## src/hw/rtl/lcl2d_pkg.sv

```systemverilog
// Shared types and constants of the locally connected layer.
// No dependencies; the CSR, controller, datapath and top level refer to it by scoped names.
`timescale 1ns / 1ps

package lcl2d_pkg;

   localparam int VAL_W    = 16;
   localparam int PROD_W   = 32;
   localparam int ACC_W    = 48;
   localparam int SUM_W    = 40;
   localparam int POS_GRID = 16;

   typedef enum logic [1:0] {
      REQ_SAMPLE  = 2'd0,
      REQ_WEIGHT  = 2'd1,
      REQ_COMPUTE = 2'd2
   } req_kind_type;

   typedef enum logic [1:0] {
      ST_IDLE,
      ST_RUN,
      ST_DRAIN,
      ST_EMIT
   } state_type;

   typedef struct packed {
      logic [4:0] out_height;
      logic [4:0] out_width;
      logic       pad_rows;
      logic       pad_cols;
      logic [2:0] stride_rows;
      logic [2:0] stride_cols;
      logic       xcorr_mode;
   } cfg_type;

   typedef struct packed {
      logic wr_img;
      logic wr_wgt;
      logic start;
      logic issue;
      logic latch;
      logic emit_adv;
   } cmd_type;

   typedef struct packed {
      logic pos_ok;
      logic tap_last;
      logic pipe_busy;
      logic chan_last;
   } sts_type;

endpackage

```

## src/hw/rtl/lcl2d_ctrl.sv

```systemverilog
// Controller state machine of the locally connected layer: handshakes and datapath commands.
// Depends on lcl2d_pkg for the state, request, command and status types.
`timescale 1ns / 1ps

module lcl2d_ctrl (
   input  logic                 clock,
   input  logic                 reset,
   input  logic                 req_valid,
   input  logic [1:0]           req_req_type,
   input  logic                 rsp_ready,
   input  lcl2d_pkg::sts_type   sts,
   output logic                 req_ready,
   output logic                 rsp_valid,
   output lcl2d_pkg::cmd_type   cmd
);

   lcl2d_pkg::state_type state_ff;
   lcl2d_pkg::state_type state_in;
   logic                 is_compute;

   assign is_compute = (req_req_type == lcl2d_pkg::REQ_COMPUTE);

   always_comb begin
      state_in = state_ff;
      unique case (state_ff)
         lcl2d_pkg::ST_IDLE: begin
            if (req_valid && is_compute && sts.pos_ok) begin
               state_in = lcl2d_pkg::ST_RUN;
            end
         end
         lcl2d_pkg::ST_RUN: begin
            if (sts.tap_last) begin
               state_in = lcl2d_pkg::ST_DRAIN;
            end
         end
         lcl2d_pkg::ST_DRAIN: begin
            if (!sts.pipe_busy) begin
               state_in = lcl2d_pkg::ST_EMIT;
            end
         end
         lcl2d_pkg::ST_EMIT: begin
            if (rsp_ready && sts.chan_last) begin
               state_in = lcl2d_pkg::ST_IDLE;
            end
         end
         default: state_in = lcl2d_pkg::ST_IDLE;
      endcase
   end

   always_ff @(posedge clock) begin
      if (reset) begin
         state_ff <= lcl2d_pkg::ST_IDLE;
      end else begin
         state_ff <= state_in;
      end
   end

   always_comb begin
      req_ready    = 1'b0;
      rsp_valid    = 1'b0;
      cmd          = '0;
      unique case (state_ff)
         lcl2d_pkg::ST_IDLE: begin
            req_ready  = 1'b1;
            cmd.wr_img = req_valid && (req_req_type == lcl2d_pkg::REQ_SAMPLE);
            cmd.wr_wgt = req_valid && (req_req_type == lcl2d_pkg::REQ_WEIGHT);
            cmd.start  = req_valid && is_compute;
         end
         lcl2d_pkg::ST_RUN: begin
            cmd.issue = 1'b1;
         end
         lcl2d_pkg::ST_DRAIN: begin
            cmd.latch = !sts.pipe_busy;
         end
         lcl2d_pkg::ST_EMIT: begin
            rsp_valid    = 1'b1;
            cmd.emit_adv = rsp_ready;
         end
         default: ;
      endcase
   end

endmodule

```

## config.mk

```make
export PLATFORM = sky130hd
export DESIGN_NAME = lcl2d_ctrl
export DESIGN_NICKNAME = d
export VERILOG_FILES = /design/src/hw/rtl/lcl2d_pkg.sv /design/src/hw/rtl/lcl2d_ctrl.sv
export SDC_FILE = /design/constraint.sdc
export NUM_CORES = 1
export LEC_CHECK = 0
export ABC_AREA = 1
export BUFFER_PORTS_ARGS = -buffer_cell sky130_fd_sc_hd__buf_2
export CAP_MARGIN = 5
export CORE_AREA = 5 5 42 44
export CTS_BUF_LIST = sky130_fd_sc_hd__clkbuf_2
export DETAILED_ROUTE_END_ITERATION = 8
export DIE_AREA = 0 0 47 49
export SETUP_SLACK_MARGIN = 0.5
export SLEW_MARGIN = 30
export SYNTH_ARGS = -nofsm -noshare
export SYNTH_HDL_FRONTEND = slang
export SYNTH_SLANG_ARGS = --single-unit
```

## constraint.sdc

```tcl
create_clock -name clock -period 2.23 [get_ports clock]
set_input_delay 0.1115 -clock clock [delete_from_list [all_inputs] [get_ports clock]]
set_output_delay 0.1115 -clock clock [all_outputs]
set_load 0.005 [all_outputs]
```

==> impl_results.md <==
* Status: completed
* Leading cell types in the layout, fill and taps excluded: buf_2 (17), inv_1 (11), nand2_1 (6)
* NumNets Final at between 70 and 80
* Met2 wire length at 273 um
* Max Buffers Root-to-Sink at 2
* Top-area cell type share of the netlist area at 0.250
* Most flops, register: state_ff
* Final Setup Violations at 0
* Library cells used by synthesis at 12
* Reg2reg start: state_ff[0]
* Slew Viols, Final at 0
* R2R Setup Slk at 950 ps
* Reg2reg end: state_ff[1]
* RSZ-0062 raised after global routing: no
* Largest registers: state_ff (2)
* Adder-cell share of the synthesized area at 0.250
* Proportion of layout cells with a drive suffix above 1 at 0.383
* Yosys reg bits at 2
* Via count at 286
* Top routing layer in use: met3
* Register area share after synthesis at 0.160
* Tightest Hold Check Type: in -> reg
* Worst-path clk slew at around 30 ps
* Ant diodes at 0
* Crit path kind: reg -> out
* Worst Hold Depth at 4
* Max VDD drop at 0.000204 V
* Pleak at 0.234 nW
* Cell count of the worst reg-to-reg path at 8
* Rows at 14
* Mean Syn Cell Area at 6.26 um2
* FF+latch area at roughly 40 um2
* Antenna Nets Post-Route at 0
* Crit Path Max Fanout at 4
* Hold-fix buffers at CTS at 0
* CP Capture Type: primary output
* Fin. Hold Viols at 0
* # fillers at 170
* Total GRT Usage at 0.0576
* Final Critical Period at around 1400 ps
* Setup skew after layout at between 1 and 1.5 ps
* Syn_nets at 55
* Core ar. at about 1400 um2
* Dominant cell type by area after synthesis: ha_1
* Multiplexer area fraction after synthesis at 0
* Fin crit share at 0.617
* Via density at 3.76
* Data required, critical path at 2120 ps
* Power Density at 1080 nW/um2
* Synth area leaders: ha_1 (25%), inv_1 (17%), dfxtp_1 (16%)
* Met1 wire length at 231 um
* Max reg flops at 2
* Root Buffer: clkbuf_2
* Port bufs at 17
* Num CTS Buffers at 3
* Worst path cell trace: inv_1 -> ha_1 -> inv_1 -> nor4_1 -> buf_2
* Largest net degree at the start of global routing at 5
* Worst slew pin tran at 197 ps
* Clock latency on the worst-skew pair at approximately 190 ps
* # DRC at 0
* Initial DRC count at 5
* Die Y at 49 um
* Setup TNS Final at 0 ps
* Crit start category: register
* Drt pass-1 iters at 2
* Initial antenna violation count at 0
* Die area at around 2300 um2
* Max incr delay on CP at 330 ps
* Clk sink count at 2
* Mapped Area at 250 um2
* Max-cap violations at 0
* CTS tree: built
* First-pass GRT wire length at about 950 um
* CP arrival at around 1300 ps
* Multi-input gate area at 169 um2
* Tot Pwr at around 400 uW
* Number of global-route vias before repair at 261
* Hold_sp: reset
* Largest family of logic cells by synthesized area: simple AND/OR/NAND/NOR gates
* Starting Density at 0.179
* Slew margin rel. at 0.868
* Most common cell after layout, fill and taps aside: buf_2
* Routed wire length at 541 um
* Fraction of the mapped netlist area in compound gates at 0.0750
* H-tree depth at 1
* Cell mode on critical path: inv_1
* Synth Area in XOR/XNOR at 0
* Routability cong. at ~0.61
* Synth-to-layout area growth at 48.0%
* Hold Path Sink: state_ff[0]
* Max Clk Rate at 727 MHz
* CP max-delay cell: dfxtp_1
* Synth warn at 0
* Drt wl/cell at 7.12 um
* Setup bufs post-CTS at 0
* Post-DP HPWL at 479 um
* IO Pins at 18
* Met3 wire length at between 30 and 40 um
* Die W at around 47 um
* Resize count post-CTS at 0
* Overflow after GRT at 0
* Gate Count Post-Synth at 40
* Synth Area in Simple Gates at 0.350
-- worst max-delay path by stage --
stage,startpoint,to,slack (ps),cells after the start
after floorplan,state_ff[0],state_ff[0],1050,8
after global placement,state_ff[0],state_ff[1],960,8
after detailed placement,state_ff[0],state_ff[1],950,8
after CTS,state_ff[0],cmd[4],800,5
after global routing,state_ff[1],cmd[4],670,5
final,state_ff[0],cmd[4],850,5
-- layer usage --
metal	up-vias	track usage
met5	-	0
met3	0	0.0332
met1	114	0.0590
met4	0	0.0415
li1	165	-
met2	7	0.0837
-- per-stage QoR --
step / util / instance area, um2 / setup WS, ps / instances / hold WS [ps]
2_1_floorplan: - / 250 / 1050 / 40 / 254
3_3_place_gp: 0.254 / 355 / 955 / 73 / 371
3_5_place_dp: 0.254 / 355 / 949 / 73 / 361
4_1_cts: 0.264 / 370 / 803 / 76 / 149
5_1_grt: 0.264 / 370 / 673 / 76 / 173
6_report: 0.264 / 370 / 855 / 76 / 162
-- Yosys cell counts (all sizes together) --
library cell / n
a21oi: 3
dfxtp: 2
ha: 5
inv: 11
nand2: 7
nand3: 3
nand4: 1
nor2: 6
nor4: 2
-- area by class of cell --
class | instances | area share
flip-flops and latches | 2 | 0.108
well taps | 16 | 0.0541
clock buffers | 3 | 0.0405
repair buffers | 17 | 0.230
inverters | 11 | 0.111
multi-input cells | 27 | 0.456
-- logic make-up after synthesis --
kind of cell             after synthesis
buffers and inverters                 11
adder cells (fa/ha/maj)                5
flip-flops                             2
AND/OR/NAND/NOR                       19
AO/OA/AOI/OAI                          3
-- worst max-delay path: cells and delay by family (launching register included) --
family,cells,cell delay [ps]
adders and majority gates,1,210
and+or+nand+nor,1,200
buffers and inverters,3,330
DFF,1,330
-- power by group --
group          internal [mW]  total [mW]  leakage (nW)  switching (mW)
Clock                 0.0357      0.0561        0.0125          0.0204
Combinational          0.117       0.268         0.205           0.151
Sequential            0.0560      0.0754        0.0166          0.0194
Total                  0.209       0.399         0.234           0.191
(Power assumes the default switching activity.)
