===== src/hw/rtl/lcl2d_pkg.sv =====
// Shared types and constants of the locally connected layer.
// No dependencies; the CSR, controller, datapath and top level refer to it by scoped names.
`timescale 1ns / 1ps

package lcl2d_pkg;

   localparam int VAL_W    = 16;
   localparam int PROD_W   = 32;
   localparam int ACC_W    = 48;
   localparam int SUM_W    = 40;
   localparam int POS_GRID = 16;

   typedef enum logic [1:0] {
      REQ_SAMPLE  = 2'd0,
      REQ_WEIGHT  = 2'd1,
      REQ_COMPUTE = 2'd2
   } req_kind_type;

   typedef enum logic [1:0] {
      ST_IDLE,
      ST_RUN,
      ST_DRAIN,
      ST_EMIT
   } state_type;

   typedef struct packed {
      logic [4:0] out_height;
      logic [4:0] out_width;
      logic       pad_rows;
      logic       pad_cols;
      logic [2:0] stride_rows;
      logic [2:0] stride_cols;
      logic       xcorr_mode;
   } cfg_type;

   typedef struct packed {
      logic wr_img;
      logic wr_wgt;
      logic start;
      logic issue;
      logic latch;
      logic emit_adv;
   } cmd_type;

   typedef struct packed {
      logic pos_ok;
      logic tap_last;
      logic pipe_busy;
      logic chan_last;
   } sts_type;

endpackage


===== src/hw/rtl/lcl2d_csr.sv =====
// Configuration registers of the locally connected layer behind an APB-style port.
// Depends on lcl2d_pkg for the configuration struct.
`timescale 1ns / 1ps

module lcl2d_csr (
   input  logic                 clock,
   input  logic                 reset,
   input  logic                 psel,
   input  logic                 penable,
   input  logic                 pwrite,
   input  logic [4:0]           paddr,
   input  logic [31:0]          pwdata,
   output logic [31:0]          prdata,
   output logic                 pready,
   output lcl2d_pkg::cfg_type   cfg
);

   localparam logic [2:0] REG_OUT_HEIGHT  = 3'd0;
   localparam logic [2:0] REG_OUT_WIDTH   = 3'd1;
   localparam logic [2:0] REG_PAD_ROWS    = 3'd2;
   localparam logic [2:0] REG_PAD_COLS    = 3'd3;
   localparam logic [2:0] REG_STRIDE_ROWS = 3'd4;
   localparam logic [2:0] REG_STRIDE_COLS = 3'd5;
   localparam logic [2:0] REG_XCORR_MODE  = 3'd6;

   lcl2d_pkg::cfg_type cfg_ff;
   lcl2d_pkg::cfg_type cfg_in;
   logic [2:0]         reg_idx;
   logic               wr_stb;

   assign reg_idx = paddr[4:2];
   assign wr_stb  = psel && penable && pwrite;
   assign pready  = 1'b1;

   always_comb begin
      cfg_in = cfg_ff;
      if (wr_stb) begin
         unique case (reg_idx)
            REG_OUT_HEIGHT:  cfg_in.out_height  = pwdata[4:0];
            REG_OUT_WIDTH:   cfg_in.out_width   = pwdata[4:0];
            REG_PAD_ROWS:    cfg_in.pad_rows    = pwdata[0];
            REG_PAD_COLS:    cfg_in.pad_cols    = pwdata[0];
            REG_STRIDE_ROWS: cfg_in.stride_rows = pwdata[2:0];
            REG_STRIDE_COLS: cfg_in.stride_cols = pwdata[2:0];
            REG_XCORR_MODE:  cfg_in.xcorr_mode  = pwdata[0];
            default: ;
         endcase
      end
   end

   always_ff @(posedge clock) begin
      if (reset) begin
         cfg_ff.out_height  <= 5'd16;
         cfg_ff.out_width   <= 5'd16;
         cfg_ff.pad_rows    <= 1'b1;
         cfg_ff.pad_cols    <= 1'b1;
         cfg_ff.stride_rows <= 3'd1;
         cfg_ff.stride_cols <= 3'd1;
         cfg_ff.xcorr_mode  <= 1'b1;
      end else begin
         cfg_ff <= cfg_in;
      end
   end

   always_comb begin
      unique case (reg_idx)
         REG_OUT_HEIGHT:  prdata = 32'(cfg_ff.out_height);
         REG_OUT_WIDTH:   prdata = 32'(cfg_ff.out_width);
         REG_PAD_ROWS:    prdata = 32'(cfg_ff.pad_rows);
         REG_PAD_COLS:    prdata = 32'(cfg_ff.pad_cols);
         REG_STRIDE_ROWS: prdata = 32'(cfg_ff.stride_rows);
         REG_STRIDE_COLS: prdata = 32'(cfg_ff.stride_cols);
         REG_XCORR_MODE:  prdata = 32'(cfg_ff.xcorr_mode);
         default:         prdata = 32'd0;
      endcase
   end

   assign cfg = cfg_ff;

endmodule


===== config.mk =====
export PLATFORM = sky130hd
export DESIGN_NAME = lcl2d_csr
export DESIGN_NICKNAME = d
export VERILOG_FILES = /design/src/hw/rtl/lcl2d_pkg.sv /design/src/hw/rtl/lcl2d_csr.sv
export SDC_FILE = /design/constraint.sdc
export NUM_CORES = 1
export LEC_CHECK = 0
export BUFFER_PORTS_ARGS = -buffer_cell sky130_fd_sc_hd__buf_4
export CAP_MARGIN = 20
export CELL_PAD_IN_SITES_DETAIL_PLACEMENT = 0
export CELL_PAD_IN_SITES_GLOBAL_PLACEMENT = 1
export CORE_MARGIN = 4
export CORE_UTILIZATION = 26
export DETAILED_ROUTE_END_ITERATION = 16
export PLACE_DENSITY_LB_ADDON = 0.2
export REMOVE_ABC_BUFFERS = 1
export SLEW_MARGIN = 20
export SYNTH_ARGS = -nofsm -noshare
export SYNTH_HDL_FRONTEND = slang
export SYNTH_SLANG_ARGS = --single-unit

===== constraint.sdc =====
create_clock -name clock -period 1.4 [get_ports clock]
set_input_delay 0.07 -clock clock [delete_from_list [all_inputs] [get_ports clock]]
set_output_delay 0.07 -clock clock [all_outputs]
set_load 0.05 [all_outputs]

==> results.yml <==
worst_setup_path:
  reg2regPathDepth: 3
  endpoint_kind: "output pin"
  r2r-start: "cfg[1]"
  r2r_setup_slack_ns: 0.67
  worst-setup-path-type: "register to output pin"
  cp.arrival_ns: 1.34
  path_max_fanout: 2
  worstPathRequired_ns: 1.33
  r2r-end: "cfg[1]"
  startpoint_type: "register"
power:
  p_per_area_nw_per_um2: 808
  ir_drop_mv: 0.542
  power.leakage_nw: 0.778
placement:
  routabilityCongestion: 0.698
  io_buffers: 36
  place_area_um2: 1390
  dp_cells: 210
  dp_hpwl_mm: 2.18
  place_ws_ns: 0.147
outcome:
  status: "complete, but fails checks"
  violations: "negative setup slack"
routing:
  drt_wl_total_mm: 2.89
  highest_layer: "met4"
  met1_length_mm: 1.18
  dr_total_vias: 946
  drtAntennaViolNets: 0
  drtIter0Drc: 20
  wl_per_cell_um: 13.0
  drt_first_pass_iters: 4
  route.met3.wl_um: 235
  viasPerCell: 4.24
  drc: 0
  dr_wl_met2_mm: 1.45
floorplan:
  dieArea_um2: 5670
  fp.coreArea_um2: 4380
  start_util_pct: 26.9
  die_y_um: 75.3
  die_width_um: 75.3
  ios: 94
  rows: 24
grt:
  antenna_found_initial: 0
  grtUsageTotal_pct: 10.3
  overflow: 0
  grt_pass1_vias: 953
  grt_first_pass_wirelength_mm: 4.44
  grt_max_degree: 26
finish:
  stdcell_area_um2: 1550
  stdcell_count: 223
  nets: 214
  final_common_cell: "buf_4"
  fillers: 477
  antenna_cells: 0
  layout-drive-gt1-share_pct: 40.9
  layout_common_cells: "buf_4 (44), conb_1 (28), mux2i_1 (21), nand2b_1 (16), dfxtp_2 (10)"
  synthToLayoutAreaGrowth_pct: 31.6
  largest_reg_flops: 19
timing:
  period_share_pct: 101
  relSlewSlack_pct: 63.8
  setup_ws_ns: -0.00889
  finalSetupViolCount: 2
  tns_ns: -0.0137
  slew_violations: 0
  hold_viol_final: 0
  fin_worst_skew_ns: 0
  fmax_ghz: 0.710
  fin_crit_ns: 1.41
  rsz0062_at_grt: "true"
  tightestPinTransition_ns: 0.538
  hold_ws_ns: 0.0952
clock_network:
  cts.clk_slew.worst_paths_ns: 0.07
  clock_latency_ns: 0.25
  cts_max_level: 1
  cts_root_buf: "clkbuf_8"
  cts_buffers: 3
  clock-sinks: 19
  cts_tree: "built"
  clock_path_buffers: 2
run:
  drv_cap: 0
logic_synthesis:
  ys_types: 24
  synthesis.area_um2: 1180
  yosysSeqAreaShare_pct: 32.3
  ys_async_sr_fraction_pct: 0
  synth_seq_cells: 19
  avgSynthCellArea_um2: 9.21
  yosys_warnings: 0
  synthCells: 128
  synthFlopType: "dfxtp_1"
  synth_edf_count: 0
min_path:
  min_path_cells: 3
  hp-class: "primary input to register"
  min_to: "cfg[13]"
  min_from: "pwdata[4]"
-- worst max-delay path by stage --
stage | startpoint | end | slack (ns) | cells past startpoint
4_1_cts | cfg[3] | prdata[2] | -0.02 | 3
5_1_grt | cfg[3] | prdata[2] | -0.05 | 3
3_5_place_dp | paddr[4] | cfg[4] | 0.15 | 4
3_3_place_gp | paddr[4] | cfg[4] | 0.15 | 4
6_report | cfg[3] | prdata[2] | -0.009 | 3
2_1_floorplan | cfg[9] | prdata[0] | -0.68 | 3
-- routing by layer --
layer / vias up / GRT usage [%]
met1: 439 / 12.2
li1: 462 / -
met4: 0 / 2.33
met2: 41 / 18.2
met5: - / 0
met3: 4 / 3.43
-- where the power goes --
group          total [W]  internal (W)  switching (W)
combinational   0.000322     0.0000652       0.000257
clock           0.000385      0.000202       0.000183
sequential      0.000547      0.000544     0.00000258
-- cells in the mapped netlist, types with 2 or more instances --
cell      instances  area [µm²]
buf_4            28         210
mux2i_1          21         210
dfxtp_1          19         380
nand2b_1         16         100
nor2_1            9        33.8
clkbuf_1          4        15.0
and3_1            3        18.8
mux2_2            3        33.8
nor3_1            3        15.0
and2_1            2        12.5
buf_2             2        10.0
conb_1            2        7.51
mux4_2            2        45.0
nand3_1           2        10.0
nand4_1           2        12.5
or4_1             2        15.0
-- critical path, cell delays in order (launching register included) --
cell and delay, ns:
dfxtp_2 0.32, mux4_2 0.45, and2_4 0.18, buf_8 0.14
-- final cells by class --
class | instances | area, µm² | share of cell area [%]
multi-input cells | 99 | 669 | 43.1
repair buffers | 47 | 372 | 24.0
flip-flops and latches | 19 | 393 | 25.3
well taps | 52 | 65.1 | 4.19
clock buffers | 4 | 45.0 | 2.90
inverters | 2 | 7.51 | 0.484
-- through the flow --
step                      total power (W)  utilization [%]
final                             0.00125             35.4
after global placement           0.000871             31.7
after detailed placement         0.000873             31.7
after CTS                         0.00127             35.0
after global routing              0.00131             35.4
after floorplan                  0.000795                -
-- timing repair --
item | CTS | global route
setup endpoints to repair | 3 | 3
hold buffers | 0 | 0
pin swaps | 1 | 0
resized for setup | 19 | 1
buffers inserted | 8 | 1
-- kinds of logic (layout without fill, tap and decap cells) --
group / count (synthesis) / in the layout / share of synthesized area, %
AO/OA/AOI/OAI: 3 / 3 / 1.59
buffers and inverters: 36 / 53 / 20.6
AND/OR/NAND/NOR: 42 / 42 / 20.4
multiplexers: 26 / 26 / 24.5
other: 2 / 28 / 0.637
flip-flops: 19 / 19 / 32.3
No activity file was read; power rests on OpenSTA's default activity.
